$ cat src/rtl/dbd_pkg.sv
// Shared types, register indexes and helpers for the detection box decoder.
// No dependencies; every module of the block imports this package.
`default_nettype none

package dbd_pkg;

   localparam int CSR_INDEX_W = 3;
   localparam int CSR_DATA_W  = 24;

   localparam logic [CSR_INDEX_W-1:0] CSR_SCORE_THRESHOLD = 3'd0;
   localparam logic [CSR_INDEX_W-1:0] CSR_CLASS_COUNT     = 3'd1;
   localparam logic [CSR_INDEX_W-1:0] CSR_INVERSE_SCALE   = 3'd2;
   localparam logic [CSR_INDEX_W-1:0] CSR_PAD_LEFT        = 3'd3;
   localparam logic [CSR_INDEX_W-1:0] CSR_PAD_TOP         = 3'd4;
   localparam logic [CSR_INDEX_W-1:0] CSR_IMAGE_WIDTH     = 3'd5;
   localparam logic [CSR_INDEX_W-1:0] CSR_IMAGE_HEIGHT    = 3'd6;

   localparam logic [13:0] IMAGE_MAX = 14'd8192;

   // Effective configuration: class count and image limits already clipped.
   typedef struct packed {
      logic [15:0] score_threshold;
      logic [7:0]  class_count;
      logic [23:0] inverse_scale;
      logic [9:0]  pad_left;
      logic [9:0]  pad_top;
      logic [13:0] image_width;
      logic [13:0] image_height;
   } cfg_type;

   // One detection waiting for box decode.
   typedef struct packed {
      logic [6:0]  best_class;
      logic [15:0] best_score;
      logic [13:0] anchor_index;
      logic [15:0] center_x;
      logic [15:0] center_y;
      logic [15:0] box_width;
      logic [15:0] box_height;
   } det_type;

   function automatic logic [13:0] image_limit(input logic [13:0] r);
      logic [13:0] lim;
      if (r == 14'd0) begin
         lim = 14'd1;
      end else if (r > IMAGE_MAX) begin
         lim = IMAGE_MAX;
      end else begin
         lim = r;
      end
      return lim;
   endfunction

endpackage

`default_nettype wire

$ cat src/rtl/dbd_req_if.sv
// Input channel of the detection box decoder: one class score word per anchor class.
// No dependencies.
`default_nettype none

interface dbd_req_if;
   logic        valid;
   logic        ready;
   logic [15:0] center_x;
   logic [15:0] center_y;
   logic [15:0] box_width;
   logic [15:0] box_height;
   logic [15:0] class_score;

   modport source (output valid, center_x, center_y, box_width, box_height, class_score,
                   input ready);
   modport sink   (input valid, center_x, center_y, box_width, box_height, class_score,
                   output ready);
endinterface

`default_nettype wire

$ cat src/rtl/dbd_rsp_if.sv
// Result channel of the detection box decoder: one detection word per passing anchor.
// No dependencies.
`default_nettype none

interface dbd_rsp_if;
   logic        valid;
   logic        ready;
   logic [6:0]  best_class;
   logic [15:0] best_score_out;
   logic [12:0] box_left;
   logic [12:0] box_top;
   logic [13:0] box_w_out;
   logic [13:0] box_h_out;
   logic [13:0] anchor_index;

   modport source (output valid, best_class, best_score_out, box_left, box_top, box_w_out,
                   box_h_out, anchor_index, input ready);
   modport sink   (input valid, best_class, best_score_out, box_left, box_top, box_w_out,
                   box_h_out, anchor_index, output ready);
endinterface

`default_nettype wire

$ cat src/rtl/dbd_csr.sv
// Configuration registers of the detection box decoder, with range clipping.
// Depends on dbd_pkg.
`default_nettype none

module dbd_csr
   import dbd_pkg::*;
#(
   parameter int MAX_CLASSES = 128
) (
   input  wire logic                   clock,
   input  wire logic                   reset,
   input  wire logic                   csr_wr_en,
   input  wire logic [CSR_INDEX_W-1:0] csr_index,
   input  wire logic [CSR_DATA_W-1:0]  csr_wr_data,
   output cfg_type                     cfg
);

   logic [15:0] threshold_ff;
   logic [7:0]  class_count_ff;
   logic [23:0] inverse_scale_ff;
   logic [9:0]  pad_left_ff;
   logic [9:0]  pad_top_ff;
   logic [13:0] image_width_ff;
   logic [13:0] image_height_ff;
   logic [7:0]  count_eff;

   always_ff @(posedge clock) begin
      if (reset) begin
         threshold_ff     <= 16'd16384;
         class_count_ff   <= 8'd80;
         inverse_scale_ff <= 24'd65536;
         pad_left_ff      <= 10'd0;
         pad_top_ff       <= 10'd0;
         image_width_ff   <= 14'd640;
         image_height_ff  <= 14'd640;
      end else if (csr_wr_en) begin
         unique case (csr_index)
            CSR_SCORE_THRESHOLD: threshold_ff     <= csr_wr_data[15:0];
            CSR_CLASS_COUNT:     class_count_ff   <= csr_wr_data[7:0];
            CSR_INVERSE_SCALE:   inverse_scale_ff <= csr_wr_data[23:0];
            CSR_PAD_LEFT:        pad_left_ff      <= csr_wr_data[9:0];
            CSR_PAD_TOP:         pad_top_ff       <= csr_wr_data[9:0];
            CSR_IMAGE_WIDTH:     image_width_ff   <= csr_wr_data[13:0];
            CSR_IMAGE_HEIGHT:    image_height_ff  <= csr_wr_data[13:0];
            default: ;
         endcase
      end
   end

   // Zero classes act as one; more than the build supports act as the maximum.
   always_comb begin
      if (class_count_ff == 8'd0) begin
         count_eff = 8'd1;
      end else if (class_count_ff > 8'(MAX_CLASSES)) begin
         count_eff = 8'(MAX_CLASSES);
      end else begin
         count_eff = class_count_ff;
      end
   end

   always_comb begin
      cfg.score_threshold = threshold_ff;
      cfg.class_count     = count_eff;
      cfg.inverse_scale   = inverse_scale_ff;
      cfg.pad_left        = pad_left_ff;
      cfg.pad_top         = pad_top_ff;
      cfg.image_width     = image_limit(image_width_ff);
      cfg.image_height    = image_limit(image_height_ff);
   end

endmodule

`default_nettype wire

$ cat src/rtl/dbd_argmax.sv
// Running best-class tracker and anchor sequencer; holds one pending detection.
// Depends on dbd_pkg and dbd_req_if.
`default_nettype none

module dbd_argmax
   import dbd_pkg::*;
#(
   parameter int ANCHOR_COUNT = 8400
) (
   input  wire logic    clock,
   input  wire logic    reset,
   input  wire cfg_type cfg,
   dbd_req_if.sink      req,
   input  wire logic    det_take,
   output logic         det_valid,
   output det_type      det
);

   logic [15:0] best_score_ff, best_score_in;
   logic [6:0]  best_class_ff, best_class_in;
   logic [6:0]  class_pos_ff, class_pos_in;
   logic [13:0] anchor_ff, anchor_in;
   logic        det_valid_ff, det_valid_in;
   det_type     det_ff, det_in;
   logic        accept;
   logic        take_score;
   logic        last_class;
   logic        emit;

   assign req.ready = !det_valid_ff || det_take;
   assign accept    = req.valid && req.ready;

   always_comb begin
      // First class always wins; later ones only when strictly greater.
      take_score = (class_pos_ff == 7'd0) || (req.class_score > best_score_ff);
      best_score_in = take_score ? req.class_score : best_score_ff;
      best_class_in = take_score ? class_pos_ff : best_class_ff;
      last_class = ({1'b0, class_pos_ff} + 8'd1) >= cfg.class_count;
      emit = last_class && (best_score_in >= cfg.score_threshold);

      class_pos_in = last_class ? 7'd0 : class_pos_ff + 7'd1;
      if (last_class) begin
         if (({1'b0, anchor_ff} + 15'd1) >= 15'(ANCHOR_COUNT)) begin
            anchor_in = 14'd0;
         end else begin
            anchor_in = anchor_ff + 14'd1;
         end
      end else begin
         anchor_in = anchor_ff;
      end

      det_in.best_class   = best_class_in;
      det_in.best_score   = best_score_in;
      det_in.anchor_index = anchor_ff;
      det_in.center_x     = req.center_x;
      det_in.center_y     = req.center_y;
      det_in.box_width    = req.box_width;
      det_in.box_height   = req.box_height;

      if (accept && emit) begin
         det_valid_in = 1'b1;
      end else if (det_take) begin
         det_valid_in = 1'b0;
      end else begin
         det_valid_in = det_valid_ff;
      end
   end

   always_ff @(posedge clock) begin
      if (reset) begin
         best_score_ff <= 16'd0;
         best_class_ff <= 7'd0;
         class_pos_ff  <= 7'd0;
         anchor_ff     <= 14'd0;
         det_valid_ff  <= 1'b0;
      end else begin
         det_valid_ff <= det_valid_in;
         if (accept) begin
            best_score_ff <= best_score_in;
            best_class_ff <= best_class_in;
            class_pos_ff  <= class_pos_in;
            anchor_ff     <= anchor_in;
         end
      end
   end

   always_ff @(posedge clock) begin
      if (accept && emit) begin
         det_ff <= det_in;
      end
   end

   assign det_valid = det_valid_ff;
   assign det       = det_ff;

endmodule

`default_nettype wire

$ cat src/rtl/dbd_unletterbox.sv
// Box decode pipeline: multiply by inverse scale, center to corner, clamp to image.
// Depends on dbd_pkg and dbd_rsp_if.
`default_nettype none

module dbd_unletterbox
   import dbd_pkg::*;
(
   input  wire logic    clock,
   input  wire logic    reset,
   input  wire cfg_type cfg,
   input  wire logic    det_valid,
   input  wire det_type det,
   output logic         det_take,
   dbd_rsp_if.source    rsp
);

   // Scale stage
   logic               v2_ff;
   logic [6:0]         class2_ff;
   logic [15:0]        score2_ff;
   logic [13:0]        anchor2_ff;
   logic signed [42:0] ox_ff, oy_ff, ox_in, oy_in;
   logic [39:0]        wox_ff, woy_ff, wox_in, woy_in;
   logic signed [17:0] dx, dy;
   logic signed [24:0] inv_s;

   // Edge stage
   logic               v3_ff;
   logic [6:0]         class3_ff;
   logic [15:0]        score3_ff;
   logic [13:0]        anchor3_ff;
   logic [12:0]        left_ff, top_ff, left_in, top_in;
   logic [17:0]        sw_ff, sh_ff;

   // Output stage
   logic               v4_ff;
   logic [6:0]         class4_ff;
   logic [15:0]        score4_ff;
   logic [13:0]        anchor4_ff;
   logic [12:0]        left4_ff, top4_ff;
   logic [13:0]        w4_ff, h4_ff, w_in, h_in;

   logic adv2, adv3, adv4;

   // Edge in image pixels: negative clamps to zero, beyond the image to lim-1.
   function automatic logic [12:0] clamp_edge(input logic [42:0] o,
                                              input logic [39:0] wo,
                                              input logic [13:0] lim);
      logic signed [44:0] t;
      logic [20:0]        q;
      logic [12:0]        e;
      t = $signed({o[42], o, 1'b0}) - $signed({5'b0, wo});
      q = t[43:23];
      if (t[44]) begin
         e = 13'd0;
      end else if (q >= {7'b0, lim}) begin
         e = 13'(lim - 14'd1);
      end else begin
         e = q[12:0];
      end
      return e;
   endfunction

   function automatic logic [13:0] clip_size(input logic [17:0] s,
                                             input logic [12:0] e,
                                             input logic [13:0] lim);
      logic [13:0] avail;
      avail = lim - {1'b0, e};
      return (s > {4'b0, avail}) ? avail : s[13:0];
   endfunction

   assign adv4     = !v4_ff || rsp.ready;
   assign adv3     = !v3_ff || adv4;
   assign adv2     = !v2_ff || adv3;
   assign det_take = det_valid && adv2;

   always_comb begin
      dx     = $signed({2'b0, det.center_x}) - $signed({2'b0, cfg.pad_left, 6'b0});
      dy     = $signed({2'b0, det.center_y}) - $signed({2'b0, cfg.pad_top, 6'b0});
      inv_s  = $signed({1'b0, cfg.inverse_scale});
      ox_in  = 43'(dx) * 43'(inv_s);
      oy_in  = 43'(dy) * 43'(inv_s);
      wox_in = 40'(det.box_width) * 40'(cfg.inverse_scale);
      woy_in = 40'(det.box_height) * 40'(cfg.inverse_scale);
      left_in = clamp_edge(ox_ff, wox_ff, cfg.image_width);
      top_in  = clamp_edge(oy_ff, woy_ff, cfg.image_height);
      w_in    = clip_size(sw_ff, left_ff, cfg.image_width);
      h_in    = clip_size(sh_ff, top_ff, cfg.image_height);
   end

   always_ff @(posedge clock) begin
      if (reset) begin
         v2_ff <= 1'b0;
         v3_ff <= 1'b0;
         v4_ff <= 1'b0;
      end else begin
         if (adv2) v2_ff <= det_valid;
         if (adv3) v3_ff <= v2_ff;
         if (adv4) v4_ff <= v3_ff;
      end
   end

   always_ff @(posedge clock) begin
      if (det_take) begin
         class2_ff  <= det.best_class;
         score2_ff  <= det.best_score;
         anchor2_ff <= det.anchor_index;
         ox_ff      <= ox_in;
         oy_ff      <= oy_in;
         wox_ff     <= wox_in;
         woy_ff     <= woy_in;
      end
      if (adv3 && v2_ff) begin
         class3_ff  <= class2_ff;
         score3_ff  <= score2_ff;
         anchor3_ff <= anchor2_ff;
         left_ff    <= left_in;
         top_ff     <= top_in;
         sw_ff      <= wox_ff[39:22];
         sh_ff      <= woy_ff[39:22];
      end
      if (adv4 && v3_ff) begin
         class4_ff  <= class3_ff;
         score4_ff  <= score3_ff;
         anchor4_ff <= anchor3_ff;
         left4_ff   <= left_ff;
         top4_ff    <= top_ff;
         w4_ff      <= w_in;
         h4_ff      <= h_in;
      end
   end

   assign rsp.valid          = v4_ff;
   assign rsp.best_class     = class4_ff;
   assign rsp.best_score_out = score4_ff;
   assign rsp.box_left       = left4_ff;
   assign rsp.box_top        = top4_ff;
   assign rsp.box_w_out      = w4_ff;
   assign rsp.box_h_out      = h4_ff;
   assign rsp.anchor_index   = anchor4_ff;

endmodule

`default_nettype wire

$ cat src/rtl/detection_box_decoder.sv
// Detection box decoder top level: argmax over class scores and box unletterbox.
// Depends on dbd_pkg, dbd_req_if, dbd_rsp_if, dbd_csr, dbd_argmax, dbd_unletterbox.
//
// Usage:
//  req_chan carries one word per class score of the current anchor, in class
//  order, with the anchor's box fields (read on the last class word only).
//  rsp_chan carries one detection word per anchor whose best score reaches
//  the threshold; anchors below it produce nothing.
//  The csr_ port writes one register per cycle; write only while idle.
//  Throughput: one input word per cycle while req_chan ready is high. A
//  detection word passes the pending register, scale multiply, edge clamp
//  and output register in that order before it is valid on rsp_chan.
//  Reset clears the running best score, class and anchor counters, empties
//  the pipeline and loads the register defaults.
//  When rsp_chan stalls, the pipeline stages fill one by one; req_chan keeps
//  taking words until a detection has nowhere to go, then holds ready low.
`default_nettype none

module detection_box_decoder
   import dbd_pkg::*;
#(
   parameter int ANCHOR_COUNT = 8400,
   parameter int MAX_CLASSES  = 128
) (
   input  wire logic                   clock,
   input  wire logic                   reset,
   input  wire logic                   csr_wr_en,
   input  wire logic [CSR_INDEX_W-1:0] csr_index,
   input  wire logic [CSR_DATA_W-1:0]  csr_wr_data,
   dbd_req_if.sink                     req_chan,
   dbd_rsp_if.source                   rsp_chan
);

   cfg_type cfg;
   det_type det;
   logic    det_valid;
   logic    det_take;

   // Register file; class count and image size come out already clipped.
   dbd_csr #(
      .MAX_CLASSES (MAX_CLASSES)
   ) u_csr (
      .clock       (clock),
      .reset       (reset),
      .csr_wr_en   (csr_wr_en),
      .csr_index   (csr_index),
      .csr_wr_data (csr_wr_data),
      .cfg         (cfg)
   );

   // Running argmax; holds a detection until the decode pipeline takes it.
   dbd_argmax #(
      .ANCHOR_COUNT (ANCHOR_COUNT)
   ) u_argmax (
      .clock     (clock),
      .reset     (reset),
      .cfg       (cfg),
      .req       (req_chan),
      .det_take  (det_take),
      .det_valid (det_valid),
      .det       (det)
   );

   // Unletterbox and clamp; advance each stage when the next one frees up.
   dbd_unletterbox u_unletterbox (
      .clock     (clock),
      .reset     (reset),
      .cfg       (cfg),
      .det_valid (det_valid),
      .det       (det),
      .det_take  (det_take),
      .rsp       (rsp_chan)
   );

endmodule

`default_nettype wire
$ cat src/flat_wrapper.sv
// flat-port wrapper written by rule: the top's interface ports become plain ports
module detection_box_decoder_flat import dbd_pkg::*;
#(
   parameter int ANCHOR_COUNT = 8400,
   parameter int MAX_CLASSES  = 128
)
  (clock, reset, csr_wr_en, csr_index, csr_wr_data, req_chan_valid, req_chan_center_x, req_chan_center_y, req_chan_box_width, req_chan_box_height, req_chan_class_score, req_chan_ready, rsp_chan_valid, rsp_chan_best_class, rsp_chan_best_score_out, rsp_chan_box_left, rsp_chan_box_top, rsp_chan_box_w_out, rsp_chan_box_h_out, rsp_chan_anchor_index, rsp_chan_ready);
  dbd_req_if req_chan_i ();
  dbd_rsp_if rsp_chan_i ();
  input  wire logic clock;
  input  wire logic reset;
  input  wire logic csr_wr_en;
  input  wire logic [CSR_INDEX_W-1:0] csr_index;
  input  wire logic [CSR_DATA_W-1:0] csr_wr_data;
  input wire logic [$bits(req_chan_i.valid)-1:0] req_chan_valid;
  input wire logic [$bits(req_chan_i.center_x)-1:0] req_chan_center_x;
  input wire logic [$bits(req_chan_i.center_y)-1:0] req_chan_center_y;
  input wire logic [$bits(req_chan_i.box_width)-1:0] req_chan_box_width;
  input wire logic [$bits(req_chan_i.box_height)-1:0] req_chan_box_height;
  input wire logic [$bits(req_chan_i.class_score)-1:0] req_chan_class_score;
  output wire logic [$bits(req_chan_i.ready)-1:0] req_chan_ready;
  output wire logic [$bits(rsp_chan_i.valid)-1:0] rsp_chan_valid;
  output wire logic [$bits(rsp_chan_i.best_class)-1:0] rsp_chan_best_class;
  output wire logic [$bits(rsp_chan_i.best_score_out)-1:0] rsp_chan_best_score_out;
  output wire logic [$bits(rsp_chan_i.box_left)-1:0] rsp_chan_box_left;
  output wire logic [$bits(rsp_chan_i.box_top)-1:0] rsp_chan_box_top;
  output wire logic [$bits(rsp_chan_i.box_w_out)-1:0] rsp_chan_box_w_out;
  output wire logic [$bits(rsp_chan_i.box_h_out)-1:0] rsp_chan_box_h_out;
  output wire logic [$bits(rsp_chan_i.anchor_index)-1:0] rsp_chan_anchor_index;
  input wire logic [$bits(rsp_chan_i.ready)-1:0] rsp_chan_ready;
  assign req_chan_i.valid = req_chan_valid;
  assign req_chan_i.center_x = req_chan_center_x;
  assign req_chan_i.center_y = req_chan_center_y;
  assign req_chan_i.box_width = req_chan_box_width;
  assign req_chan_i.box_height = req_chan_box_height;
  assign req_chan_i.class_score = req_chan_class_score;
  assign req_chan_ready = req_chan_i.ready;
  assign rsp_chan_valid = rsp_chan_i.valid;
  assign rsp_chan_best_class = rsp_chan_i.best_class;
  assign rsp_chan_best_score_out = rsp_chan_i.best_score_out;
  assign rsp_chan_box_left = rsp_chan_i.box_left;
  assign rsp_chan_box_top = rsp_chan_i.box_top;
  assign rsp_chan_box_w_out = rsp_chan_i.box_w_out;
  assign rsp_chan_box_h_out = rsp_chan_i.box_h_out;
  assign rsp_chan_anchor_index = rsp_chan_i.anchor_index;
  assign rsp_chan_i.ready = rsp_chan_ready;
  detection_box_decoder #(.ANCHOR_COUNT(ANCHOR_COUNT), .MAX_CLASSES(MAX_CLASSES)) u_core (.clock(clock), .reset(reset), .csr_wr_en(csr_wr_en), .csr_index(csr_index), .csr_wr_data(csr_wr_data), .req_chan(req_chan_i), .rsp_chan(rsp_chan_i));
endmodule
$ cat config.mk
export PLATFORM = sky130hd
export DESIGN_NAME = detection_box_decoder_flat
export DESIGN_NICKNAME = d
export VERILOG_FILES = /design/src/rtl/dbd_pkg.sv /design/src/rtl/dbd_req_if.sv /design/src/rtl/dbd_rsp_if.sv /design/src/rtl/dbd_csr.sv /design/src/rtl/dbd_argmax.sv /design/src/rtl/dbd_unletterbox.sv /design/src/rtl/detection_box_decoder.sv /design/src/flat_wrapper.sv
export SDC_FILE = /design/constraint.sdc
export NUM_CORES = 2
export LEC_CHECK = 0
export BUFFER_PORTS_ARGS = -buffer_cell sky130_fd_sc_hd__buf_2
export CORE_MARGIN = 2
export CORE_UTILIZATION = 55
export CTS_CLUSTER_SIZE = 20
export DETAILED_ROUTE_END_ITERATION = 8
export GPL_ROUTABILITY_DRIVEN = 0
export PLACE_DENSITY = 0.76
export RECOVER_POWER = 50
export SETUP_SLACK_MARGIN = 0.02
export SLEW_MARGIN = 0
export SYNTH_ARGS = -nofsm -noshare
export SYNTH_HDL_FRONTEND = slang
export SYNTH_SLANG_ARGS = --single-unit
$ cat constraint.sdc
create_clock -name clock -period 22.1 [get_ports clock]
set_clock_uncertainty 0.2 [all_clocks]
set_input_delay 3.315 -clock clock [delete_from_list [all_inputs] [get_ports clock]]
set_output_delay 3.315 -clock clock [all_outputs]
set_load 0.05 [all_outputs]
==> flow_summary.json <==
{
  "violations": "max-capacitance violations, max-slew violations",
  "nets": 10700,
  "cts_hold_buf": 0,
  "fin_crit_sh_pct": 44.8,
  "cp_max_fo": 35,
  "min_to": "u_core.u_unletterbox.rsp.best_class[3]",
  "die_area_sq_um": 151000,
  "antenna_found_initial": 5,
  "ant_nets": 0,
  "ys_types": 81,
  "cts_resized": 0,
  "ys_warn_count": 0,
  "critPathKind": "register to register",
  "grt_max_degree": 77,
  "initial_utilization_pct": 55.2,
  "critPathMaxStageDelay_ps": 1490,
  "setup_viol": 0,
  "synth_area_per_cell_sq_um": 9.45,
  "status": "finished, violations left",
  "synth_fp_nets": 10700,
  "gr-total-overflow": 0,
  "synthCells": 8609,
  "cap_violations": 14,
  "hpwl_microns": 163000,
  "port_buffers": 204,
  "synth-edff-count": 492,
  "clkLatencyLatePin_ps": 740,
  "cp.required_ps": 22350,
  "hold_path_depth": 0,
  "die_w_microns": 389,
  "path_cells": "clkbuf_1 -> nand2_1 -> fa_1 -> fa_1 -> inv_1 -> ha_1 -> fa_1 -> inv_1 -> fa_1 -> inv_1 -> fa_1 -> ha_1 -> nand4_1 -> o31ai_1 -> a31oi_1 -> o21ai_0 -> a21oi_1 -> or2_2 -> a311oi_1 -> xnor2_1",
  "grt_pass1_vias": 64900,
  "synth_seq_area_share_pct": 21.7,
  "cts_htree_levels": 3,
  "drc_errors": 0,
  "worstHoldStart": "u_core.u_unletterbox.class3_ff[3]",
  "cts_tree": "yes",
  "crit_path_top_delay_cell": "dfxtp_1",
  "viasPerCell": 5.75,
  "maxSlewHeadroom_pct": -185,
  "first_iter_violations": 4840,
  "area_growth_pct": 6.47,
  "clockBufferDepth": 3,
  "r2r_cells": 20,
  "powerDensity_nw_per_um2": 41.1,
  "post-route-min-period_ps": 9910,
  "firstDrtPassIters": 7,
  "fin_setup_tns_ps": 0,
  "r2r-end": "u_core.u_unletterbox.ox_ff[39]",
  "grt_pass1_wl_microns": 350000,
  "ios": 205,
  "peakVddDrop_v": 0.0000545,
  "min-delay-path-class": "register to register",
  "cts_inserted_buffers": 74,
  "rsz0062_at_grt": "false",
  "avgRoutedWirePerCell_microns": 20.7,
  "grt_use_total_pct": 29.7,
  "synth-main-ff-cell": "edfxtp_1",
  "rr_startpoint": "u_core.u_csr.inverse_scale_ff[2]",
  "final_cell_mix": "inv_1, nand2_1, fa_1, ha_1, and2_1",
  "cts-root-buf": "clkbuf_16",
  "regToRegSetupSlack_ps": 12190,
  "final_common_cell": "inv_1",
  "tightest_slew_ps": 4270,
  "worstPathArrival_ps": 10160,
  "leakagePower_nw": 40.0,
  "slew_viol_final": 610,
  "path_clk_slew_ps": 60,
  "postCtsSetupRepairBufs": 0,
  "synth_seq_cells": 636,
  "start_kind": "register",
  "core-area_sq_um": 147000,
  "die_h_microns": 389,
  "end_kind": "register",
  "drt-total-wl_microns": 219000,
  "num_rows": 141,
  "nFillCells": 12300,
  "async_flop_share_pct": 0,
  "hold_viol_final": 0,
  "regArea_sq_um": 17700,
  "via_count": 60900,
  "synth_area_sq_um": 81400,
  "path_common_cell": "fa_1",
  "max_freq_mhz": 101,
  "layout-drive-gt1-share_pct": 4.76,
  "whs_ps": 199,
  "multi_input_area_sq_um": 55900,
  "clkSinkCount": 636
}
[critical path, delay by kind of cell (launching register included)]
| family | cells | cell delay (ps) |
|---|---|---|
| buffers and inverters | 4 | 1650 |
| adders and majority gates | 7 | 3170 |
| and+or+nand+nor | 3 | 780 |
| AOI/OAI and AO/OA | 5 | 2200 |
| DFF | 1 | 1490 |
| xor gates and xnor gates | 1 | 110 |
[power breakdown]
group	leakage [nW]	internal (mW)	switching (mW)	total [mW]
registers	5.61	1.31	0.0154	1.33
clock network	1.28	0.777	0.566	1.34
logic	33.1	0.336	0.557	0.893
total	40.0	2.43	1.14	3.56
[area by class of cell]
type	instances	share of cell area, %
Antenna cell	4	0.0116
Tap cell	1930	2.79
Timing Repair Buffer	302	1.82
Clock buffer	88	2.25
Multi-Input combinational cell	5877	64.5
Clock inverter	48	0.830
Sequential cell	636	20.4
Inverter	1697	7.35
[stage by stage]
stage | utilization, % | cell area, sq um | power [mW] | std cells | worst slack (ps)
2_1_floorplan | - | 81400 | 1.96 | 8609 | 8640
3_5_place_dp | 57.1 | 84200 | 2.23 | 10400 | 11880
3_3_place_gp | 57.1 | 84200 | 2.20 | 10400 | 11930
6_report | 58.8 | 86600 | 3.56 | 10600 | 12190
4_1_cts | 58.9 | 86800 | 3.58 | 10600 | 12320
5_1_grt | 58.8 | 86600 | 3.74 | 10600 | 11730
[Yosys cell counts, types with 8 or more instances]
| library cell | n | area share [%] |
|---|---|---|
| edfxtp_1 | 492 | 18 |
| or3_1 | 14 | 0.11 |
| ha_1 | 733 | 11 |
| a2111oi_0 | 10 | 0.11 |
| mux2i_1 | 20 | 0.25 |
| nor2_1 | 251 | 1.2 |
| or4_1 | 9 | 0.083 |
| a221oi_1 | 15 | 0.16 |
| inv_1 | 1696 | 7.8 |
| o211ai_1 | 14 | 0.13 |
| nand4_1 | 35 | 0.27 |
| a31oi_1 | 22 | 0.17 |
| fa_1 | 1274 | 31 |
| o221ai_1 | 8 | 0.086 |
| nor3_1 | 45 | 0.28 |
| and2_1 | 546 | 4.2 |
| nor4_1 | 12 | 0.092 |
| and4_1 | 10 | 0.11 |
| clkbuf_1 | 388 | 1.8 |
| a21oi_1 | 318 | 2.0 |
| nand3_1 | 109 | 0.67 |
| o21bai_1 | 34 | 0.31 |
| and3_1 | 75 | 0.58 |
| o21ai_1 | 9 | 0.055 |
| xnor2_1 | 143 | 1.5 |
| a41oi_1 | 21 | 0.23 |
| o21ai_0 | 168 | 1.0 |
| nor2b_1 | 41 | 0.32 |
| a21o_1 | 147 | 1.4 |
| mux2_2 | 30 | 0.42 |
| o31ai_1 | 39 | 0.36 |
| a21boi_0 | 20 | 0.18 |
| a211o_1 | 13 | 0.14 |
| dfxtp_1 | 144 | 3.5 |
| o311ai_0 | 22 | 0.24 |
| or2_2 | 29 | 0.22 |
| nand2_1 | 1332 | 6.1 |
| a211oi_1 | 30 | 0.28 |
| o21a_1 | 49 | 0.45 |
| nand2b_1 | 73 | 0.56 |
| xor2_1 | 67 | 0.72 |
[per-layer routing]
metal	up-vias	routed length (microns)	track usage [%]
met1	30500	81500	35.9
met3	699	18800	5.94
met4	8	13200	16.1
li1	27000	-	-
met5	-	54	0
met2	2744	105000	49.8
[registers in the layout (all words and copies together) (netlist names), 16 cells and up]
| signal | cells |
|---|---|
| u_core.u_argmax.best_score_ff | 16 |
| u_core.u_argmax.det | 101 |
| u_core.u_csr.inverse_scale_ff | 24 |
| u_core.u_csr.threshold_ff | 16 |
| u_core.u_unletterbox.ox_ff | 42 |
| u_core.u_unletterbox.oy_ff | 42 |
| u_core.u_unletterbox.rsp.best_score_out | 16 |
| u_core.u_unletterbox.score2_ff | 16 |
| u_core.u_unletterbox.score3_ff | 16 |
| u_core.u_unletterbox.sh_ff | 18 |
| u_core.u_unletterbox.sw_ff | 18 |
| u_core.u_unletterbox.wox_ff | 40 |
| u_core.u_unletterbox.woy_ff | 40 |
[cells by family after synthesis]
| group | Yosys count | synth area share (%) |
|---|---|---|
| flops | 636 | 21.7 |
| buf+inv | 2096 | 9.70 |
| simple gates | 2600 | 15.0 |
| fa+ha+maj | 2007 | 42.6 |
| mux | 51 | 0.675 |
| xor+xnor | 210 | 2.26 |
| compound gates | 1009 | 8.09 |
[worst max-delay path by stage]
stage                                      from                                  to  cells past startpoint
2_1_floorplan                    rsp_chan_ready  u_core.u_unletterbox.anchor2_ff[0]                      3
3_3_place_gp            req_chan_class_score[1]             u_core.u_argmax.det[16]                     24
3_5_place_dp            req_chan_class_score[1]             u_core.u_argmax.det[50]                     24
4_1_cts                 u_core.u_argmax.det[54]      u_core.u_unletterbox.ox_ff[41]                     34
5_1_grt                 u_core.u_argmax.det[54]      u_core.u_unletterbox.ox_ff[41]                     34
6_report       u_core.u_csr.inverse_scale_ff[2]      u_core.u_unletterbox.ox_ff[39]                     20
Note: power is estimated with default switching activity, not from simulation.
